## src/xte_pkg.sv

```systemverilog
`default_nettype none
// ----------------------------------------------------------------------------
// xte_pkg
// Shared types and constants for the XML text escape encoder.
// ----------------------------------------------------------------------------
package xte_pkg;

    localparam int unsigned RUN_MAX     = 6;
    localparam int unsigned RUN_IW      = 3;
    localparam int unsigned QUEUE_DEPTH = 4;
    localparam int unsigned QUEUE_AW    = 2;

    localparam logic [7:0] CH_AMP   = 8'h26;
    localparam logic [7:0] CH_LT    = 8'h3C;
    localparam logic [7:0] CH_GT    = 8'h3E;
    localparam logic [7:0] CH_QUOT  = 8'h22;
    localparam logic [7:0] CH_HASH  = 8'h23;
    localparam logic [7:0] CH_SEMI  = 8'h3B;
    localparam logic [7:0] CH_CR    = 8'h0D;
    localparam logic [7:0] CH_LF    = 8'h0A;
    localparam logic [7:0] CH_DEL   = 8'h7F;
    localparam logic [7:0] CH_SPACE = 8'h20;

    // One escaped run: bytes in order from index 0, length minus one.
    typedef struct packed {
        logic [RUN_MAX-1:0][7:0] bytes;
        logic [RUN_IW-1:0]       len_m1;
    } t_run;

endpackage : xte_pkg
`default_nettype wire

```

## src/xte_front.sv

```systemverilog
`default_nettype none
// ----------------------------------------------------------------------------
// xte_front
// Accepts raw text bytes and classifies each into its escaped byte run, dropping carriage return in element mode.
// ----------------------------------------------------------------------------
module xte_front (
    input  wire logic        i_in_valid,
    input  wire logic [7:0]  i_in_byte,
    output logic             o_in_stall,
    input  wire logic        i_attr_mode,
    input  wire logic        i_queue_full,
    output logic             o_push,
    output xte_pkg::t_run    o_run
);
    import xte_pkg::*;

    t_run       run;
    logic       drop;
    logic [1:0] tens;
    logic [3:0] units;

    always_comb begin
        case (i_in_byte[4:0]) inside
            [5'd30:5'd31]: tens = 2'd3;
            [5'd20:5'd29]: tens = 2'd2;
            [5'd10:5'd19]: tens = 2'd1;
            default:       tens = 2'd0;
        endcase
        case (tens)
            2'd3:    units = 4'(i_in_byte[4:0] - 5'd30);
            2'd2:    units = 4'(i_in_byte[4:0] - 5'd20);
            2'd1:    units = 4'(i_in_byte[4:0] - 5'd10);
            default: units = i_in_byte[3:0];
        endcase
    end

    always_comb begin
        run  = '0;
        drop = 1'b0;
        if (i_in_byte == CH_AMP) begin
            run.bytes[0] = CH_AMP;
            run.bytes[1] = 8'h61;
            run.bytes[2] = 8'h6D;
            run.bytes[3] = 8'h70;
            run.bytes[4] = CH_SEMI;
            run.len_m1   = 3'd4;
        end else if (i_in_byte == CH_LT) begin
            run.bytes[0] = CH_AMP;
            run.bytes[1] = 8'h6C;
            run.bytes[2] = 8'h74;
            run.bytes[3] = CH_SEMI;
            run.len_m1   = 3'd3;
        end else if (i_in_byte == CH_GT) begin
            run.bytes[0] = CH_AMP;
            run.bytes[1] = 8'h67;
            run.bytes[2] = 8'h74;
            run.bytes[3] = CH_SEMI;
            run.len_m1   = 3'd3;
        end else if (i_attr_mode && i_in_byte == CH_QUOT) begin
            run.bytes[0] = CH_AMP;
            run.bytes[1] = 8'h71;
            run.bytes[2] = 8'h75;
            run.bytes[3] = 8'h6F;
            run.bytes[4] = 8'h74;
            run.bytes[5] = CH_SEMI;
            run.len_m1   = 3'd5;
        end else if (!i_attr_mode && i_in_byte == CH_CR) begin
            drop = 1'b1;
        end else if (!i_attr_mode && i_in_byte == CH_LF) begin
            run.bytes[0] = i_in_byte;
            run.len_m1   = 3'd0;
        end else if (i_in_byte == CH_DEL) begin
            run.bytes[0] = CH_AMP;
            run.bytes[1] = CH_HASH;
            run.bytes[2] = 8'h31;
            run.bytes[3] = 8'h32;
            run.bytes[4] = 8'h37;
            run.bytes[5] = CH_SEMI;
            run.len_m1   = 3'd5;
        end else if (i_in_byte < CH_SPACE) begin
            run.bytes[0] = CH_AMP;
            run.bytes[1] = CH_HASH;
            if (tens == 2'd0) begin
                run.bytes[2] = {4'h3, units};
                run.bytes[3] = CH_SEMI;
                run.len_m1   = 3'd3;
            end else begin
                run.bytes[2] = {6'b001100, tens};
                run.bytes[3] = {4'h3, units};
                run.bytes[4] = CH_SEMI;
                run.len_m1   = 3'd4;
            end
        end else begin
            run.bytes[0] = i_in_byte;
            run.len_m1   = 3'd0;
        end
    end

    assign o_in_stall = i_queue_full;
    assign o_push     = i_in_valid && !i_queue_full && !drop;
    assign o_run      = run;

endmodule : xte_front
`default_nettype wire

```

## src/xte_queue.sv

```systemverilog
`default_nettype none
// ----------------------------------------------------------------------------
// xte_queue
// Short first-in first-out queue of escaped runs between front and back.
// ----------------------------------------------------------------------------
module xte_queue (
    input  wire logic          i_clk,
    input  wire logic          i_rst_n,
    input  wire logic          i_push,
    input  wire xte_pkg::t_run i_run,
    output logic               o_full,
    output logic               o_empty,
    input  wire logic          i_pop,
    output xte_pkg::t_run      o_head
);
    import xte_pkg::*;

    t_run                r_mem [QUEUE_DEPTH];
    logic [QUEUE_AW-1:0] r_wr_ptr, n_wr_ptr;
    logic [QUEUE_AW-1:0] r_rd_ptr, n_rd_ptr;
    logic [QUEUE_AW:0]   r_count,  n_count;

    always_comb begin
        n_wr_ptr = r_wr_ptr;
        n_rd_ptr = r_rd_ptr;
        n_count  = r_count;
        if (i_push) begin
            n_wr_ptr = r_wr_ptr + 1'b1;
        end
        if (i_pop) begin
            n_rd_ptr = r_rd_ptr + 1'b1;
        end
        if (i_push && !i_pop) begin
            n_count = r_count + 1'b1;
        end else if (!i_push && i_pop) begin
            n_count = r_count - 1'b1;
        end
    end

    always_ff @(posedge i_clk) begin
        if (!i_rst_n) begin
            r_wr_ptr <= '0;
            r_rd_ptr <= '0;
            r_count  <= '0;
        end else begin
            r_wr_ptr <= n_wr_ptr;
            r_rd_ptr <= n_rd_ptr;
            r_count  <= n_count;
        end
    end

    always_ff @(posedge i_clk) begin
        if (i_push) begin
            r_mem[r_wr_ptr] <= i_run;
        end
    end

    assign o_full  = (r_count == (QUEUE_AW+1)'(QUEUE_DEPTH));
    assign o_empty = (r_count == '0);
    assign o_head  = r_mem[r_rd_ptr];

endmodule : xte_queue
`default_nettype wire

```

## src/xte_back.sv

```systemverilog
`default_nettype none
// ----------------------------------------------------------------------------
// xte_back
// Serialises queued runs into output bytes, one per cycle while the output is not stalled, marking the last.
// ----------------------------------------------------------------------------
module xte_back (
    input  wire logic          i_clk,
    input  wire logic          i_rst_n,
    input  wire logic          i_empty,
    input  wire xte_pkg::t_run i_head,
    output logic               o_pop,
    output logic               o_out_valid,
    output logic [7:0]         o_out_byte,
    output logic               o_last_of_run,
    input  wire logic          i_out_stall
);
    import xte_pkg::*;

    logic [RUN_IW-1:0] r_idx, n_idx;
    logic              r_valid, n_valid;
    logic [7:0]        r_byte, n_byte;
    logic              r_last, n_last;
    logic              load;
    logic              is_last;

    assign load    = !r_valid || !i_out_stall;
    assign is_last = (r_idx == i_head.len_m1);

    always_comb begin
        n_idx   = r_idx;
        n_valid = r_valid;
        n_byte  = r_byte;
        n_last  = r_last;
        o_pop   = 1'b0;
        if (load) begin
            n_valid = !i_empty;
            if (!i_empty) begin
                n_byte = i_head.bytes[r_idx];
                n_last = is_last;
                if (is_last) begin
                    n_idx = '0;
                    o_pop = 1'b1;
                end else begin
                    n_idx = r_idx + 1'b1;
                end
            end
        end
    end

    always_ff @(posedge i_clk) begin
        if (!i_rst_n) begin
            r_idx   <= '0;
            r_valid <= 1'b0;
        end else begin
            r_idx   <= n_idx;
            r_valid <= n_valid;
        end
    end

    always_ff @(posedge i_clk) begin
        r_byte <= n_byte;
        r_last <= n_last;
    end

    assign o_out_valid   = r_valid;
    assign o_out_byte    = r_byte;
    assign o_last_of_run = r_last;

endmodule : xte_back
`default_nettype wire

```

## src/xml_text_escape_encoder_top.sv

```systemverilog
`default_nettype none
// ----------------------------------------------------------------------------
// xml_text_escape_encoder_top
// XML text escaper: one input byte becomes a run of one to six output bytes, or none for a dropped carriage return.
// Path from input accept to first output byte: run queue, then output register.
// Throughput: one input item per cycle for plain bytes while the queue is not
// full and the output is not stalled; the serialiser sends a longer run one byte at a time.
// Four-entry run queue decouples input from output.
// Reset: synchronous, active low; clears queue, serialiser and attribute mode.
// ----------------------------------------------------------------------------
module xml_text_escape_encoder_top (
    input  wire logic       i_clk,
    input  wire logic       i_rst_n,
    input  wire logic       i_in_valid,
    input  wire logic [7:0] i_in_byte,
    output logic            o_in_stall,
    output logic            o_out_valid,
    output logic [7:0]      o_out_byte,
    output logic            o_last_of_run,
    input  wire logic       i_out_stall,
    input  wire logic       i_cfg_valid,
    input  wire logic       i_cfg_attribute_mode,
    output logic            o_cfg_ready
);
    import xte_pkg::*;

    logic r_attribute_mode;
    logic push, pop, full, empty;
    t_run run_in, run_head;

    assign o_cfg_ready = 1'b1;

    always_ff @(posedge i_clk) begin
        if (!i_rst_n) begin
            r_attribute_mode <= 1'b0;
        end else if (i_cfg_valid && o_cfg_ready) begin
            r_attribute_mode <= i_cfg_attribute_mode;
        end
    end

    xte_front u_front (
        .i_in_valid   (i_in_valid),
        .i_in_byte    (i_in_byte),
        .o_in_stall   (o_in_stall),
        .i_attr_mode  (r_attribute_mode),
        .i_queue_full (full),
        .o_push       (push),
        .o_run        (run_in)
    );

    xte_queue u_queue (
        .i_clk   (i_clk),
        .i_rst_n (i_rst_n),
        .i_push  (push),
        .i_run   (run_in),
        .o_full  (full),
        .o_empty (empty),
        .i_pop   (pop),
        .o_head  (run_head)
    );

    xte_back u_back (
        .i_clk         (i_clk),
        .i_rst_n       (i_rst_n),
        .i_empty       (empty),
        .i_head        (run_head),
        .o_pop         (pop),
        .o_out_valid   (o_out_valid),
        .o_out_byte    (o_out_byte),
        .o_last_of_run (o_last_of_run),
        .i_out_stall   (i_out_stall)
    );

endmodule : xml_text_escape_encoder_top
`default_nettype wire

```

## config.mk

```make
export PLATFORM = sky130hd
export DESIGN_NAME = xml_text_escape_encoder_top
export DESIGN_NICKNAME = d
export VERILOG_FILES = /design/src/xte_pkg.sv /design/src/xte_front.sv /design/src/xte_queue.sv /design/src/xte_back.sv /design/src/xml_text_escape_encoder_top.sv
export SDC_FILE = /design/constraint.sdc
export NUM_CORES = 1
export LEC_CHECK = 0
export ABC_AREA = 1
export BUFFER_PORTS_ARGS = -buffer_cell sky130_fd_sc_hd__buf_2
export CELL_PAD_IN_SITES_DETAIL_PLACEMENT = 0
export CELL_PAD_IN_SITES_GLOBAL_PLACEMENT = 1
export CORE_MARGIN = 4
export CORE_UTILIZATION = 46
export DETAILED_ROUTE_END_ITERATION = 10
export GPL_ROUTABILITY_DRIVEN = 1
export PLACE_DENSITY = 0.72
export RECOVER_POWER = 50
export SYNTH_ARGS = -nofsm -noshare
export SYNTH_HDL_FRONTEND = slang
export SYNTH_HIERARCHICAL = 1
export SYNTH_SLANG_ARGS = --single-unit
```

## constraint.sdc

```tcl
create_clock -name i_clk -period 3.35 [get_ports i_clk]
set_input_delay 0.335 -clock i_clk [delete_from_list [all_inputs] [get_ports i_clk]]
set_output_delay 0.335 -clock i_clk [all_outputs]
set_load 0.01 [all_outputs]
```

==> results_dict.tcl <==
set metrics [dict create \
    use_met3_pct 2.27 \
    port_buffers 24 \
    die_x_um 156 \
    tns_ns 0 \
    synthMuxAreaShare_pct 0 \
    ys_ff_latch 227 \
    multi_input_area_mm2 0.00257 \
    final_cell_mix "213 x edfxtp_1, 147 x nor2_1, 84 x o21ai_1, 77 x nand2_1, 65 x o21ai_0" \
    cts_tree "built" \
    cp_top_family "buffers and inverters" \
    cp.required_ns 3.75 \
    stdcell_area_mm2 0.0108 \
    ys_seq_area_share_pct 66.6 \
    dp.cells 1118 \
    hold_viol 0 \
    rows 53 \
    numCtsBuffers 23 \
    vdd_drop_max_mv 0.489 \
    die_y_um 156 \
    placed_area_mm2 0.0102 \
    crit_path_cell_trace "inv_1, o21ai_0, o22ai_1, inv_1, nand2_1, nand2_1, nand4_1, inv_1, inv_1, ha_1, inv_1, fa_1, o21ai_0, nor2_1" \
    antenna_cells 0 \
    ant_nets 0 \
    grtUsageMet2_pct 28.8 \
    post-cts-setup-buffer-count 0 \
    power_mw 7.83 \
    synth_compound_area_share_pct 12.2 \
    num_vias 6361 \
    slowest_delay_ns 0.65 \
    max_clock_freq_mhz 351 \
    fin_crit_sh_pct 85.0 \
    synth_top_flop_cell "edfxtp_1" \
    min_path_type "input port to flop" \
    seqCellArea_mm2 0.00668 \
    initial_core_util_pct 47.3 \
    grtUsageTotal_pct 17.6 \
    io_pins 26 \
    crit_top_cell "inv_1" \
    gp_congestion 0.873 \
    drc_errors 0 \
    synthToLayoutAreaGrowth_pct 7.75 \
    reg2reg_slack_ns 0.50 \
    fin_skew_ns 0.0154 \
    yosysWarnings 6 \
    synth_top_family_by_area "compound AO/OA/AOI/OAI gates" \
    synth_xor_area_share_pct 0.262 \
    layout_commonest_cell "edfxtp_1" \
    setup_violations 0 \
    drt_iter0_markers 487 \
    synth_area_leaders "edfxtp_1 64%, nor2_1 5.4%, o21ai_1 4.4%" \
    crit_type "flop to flop" \
    cts-root-buf "clkbuf_16" \
    synth.cell_area_mm2 0.0100 \
    slowest_stage "dfxtp_1" \
    status "completed" \
    grt-busiest-layer "met2" \
    cts.clk_slew.worst_paths_ns 0.06 \
    fillCellCount 1904 \
    rsz0062_at_grt "no" \
    overflow 0 \
    htree_num_levels 1 \
    routed_via_density 5.48 \
    core_mm2 0.0212 \
    yosys.area_share.simple_pct 11.9 \
    grt_max_degree 77 \
    critPathArrivalTime_ns 3.25 \
    grt_pass1_wl_mm 33.7 \
    drtPass1Iterations 5 \
    period_needed_ns 2.85 \
    crit_buf_inv 5 \
    worstPathMaxFanout 15 \
    leakage_nw 3.93 \
    layout.cells.non_filler 1160 \
    synth_top_area_cell "edfxtp_1" \
    ys_types 41 \
    nets 894 \
    synthArstFlopShare_pct 0 \
    cts_buffer_depth 3 \
    synth-edff-count 213 \
    yosys.area_share.adder_pct 1.65 \
    cap_violations 0 \
    cp-end-kind "flop" \
    postCtsHoldBufs 0 \
    power_density_mw_per_mm2 725 \
    synthCells 861 \
    worstSkewPairLatency_ns 0.51 \
    slew_viol_final 0 \
    antenna_found_initial 0 \
    post_drt_wl_per_cell_um 18.6 \
    drive_gt1_share_pct 9.94 \
    cp-start-kind "flop" \
    relSlewSlack_pct 41.2 \
    cts_resized 0 \
    grt_pass1_vias 6166 \
    worst_pin_slew_ns 0.881 \
    syn_avg_cell_area_um2 11.7 \
    grtUsageMet1_pct 25.2 \
    clock-sinks 227 \
    totalWireLength_mm 21.6 \
    die-area_mm2 0.0242 \
    dp_hpwl_mm 13.1 \
    synth_top_area_share_pct 63.8 \
]
-- tightest hold or removal path, stage by stage --
cell	delay (ns)
buf_2	0.08
nor2_1	0.04
nor2_2	0.08
-- registers in the layout (all words and copies together), names as in the netlist, named ones only --
signal and flops:
r_attribute_mode 1, u_back/o_last_of_run 1, u_back/o_out_byte 8, u_back/o_out_valid 1
u_back/r_idx 3, u_queue/r_count 3, u_queue/r_mem 204, u_queue/r_rd_ptr 2
u_queue/r_wr_ptr 2
-- routing by layer --
layer / share of wire, % / vias up
li1: - / 3040
met2: 48 / 209
met4: 2.0 / 0
met1: 44 / 3075
met3: 5.9 / 37
met5: 0 / -
-- final cells by class --
cell class / instances / share of cell area [%]
clock buffers: 34 / 6.00
well taps: 275 / 3.18
inverters: 58 / 2.08
repair buffers: 38 / 2.48
flip-flops and latches: 227 / 61.8
multi-input cells: 520 / 23.8
clock inverters: 8 / 0.625
-- synth_stat cells, types with 3 or more instances --
| master | number |
|---|---|
| nand2_2 | 6 |
| nand3_1 | 15 |
| edfxtp_1 | 213 |
| clkinv_1 | 3 |
| clkbuf_1 | 7 |
| o21a_1 | 8 |
| a21oi_1 | 11 |
| inv_2 | 14 |
| o21ai_1 | 88 |
| nand4_1 | 8 |
| nor2_2 | 8 |
| buf_4 | 28 |
| dfxtp_1 | 14 |
| nor2_4 | 4 |
| nor2_1 | 144 |
| nor3_1 | 9 |
| buf_2 | 6 |
| o22ai_1 | 51 |
| inv_1 | 38 |
| nand2_1 | 72 |
| ha_1 | 10 |
| o21ai_0 | 60 |
| buf_6 | 17 |
-- final timing paths --
| path | from | endpoint | cells after the start |
|---|---|---|---|
| worst max-delay path | flop | u_queue/r_count[1] | 14 |
| worst min-delay path | i_cfg_valid | r_attribute_mode | 3 |
| worst max register to register | flop | u_queue/r_count[1] | 14 |
| worst min register to register | u_queue/r_rd_ptr[1] | flop | 1 |
-- through the flow --
| step | hold WS, ns | worst slack (ns) | util [%] |
|---|---|---|---|
| after floorplan | 0.412 | 0.752 | - |
| after global placement | 0.436 | 0.771 | 48.0 |
| after detailed placement | 0.440 | 0.652 | 48.0 |
| after CTS | 0.0659 | 0.662 | 51.4 |
| after global routing | 0.0784 | 0.232 | 50.9 |
| final | 0.0793 | 0.503 | 50.9 |
-- report_power, final --
group          leakage, nW  internal, mW  total, mW  switching (mW)
sequential            2.07          3.57       3.73           0.155
clock                0.353          1.42       2.40           0.984
combinational         1.50         0.488       1.70            1.21
total                 3.93          5.48       7.83            2.35
-- kinds of logic (layout without fill, tap and decap cells) --
logic type	Yosys count	in the layout
AO/OA/AOI/OAI	224	224
XOR/XNOR	3	3
adder cells (fa/ha/maj)	12	12
buffers and inverters	120	138
flip-flops	227	227
other	2	8
AND/OR/NAND/NOR	273	273
No activity file was read; power rests on OpenSTA's default activity.
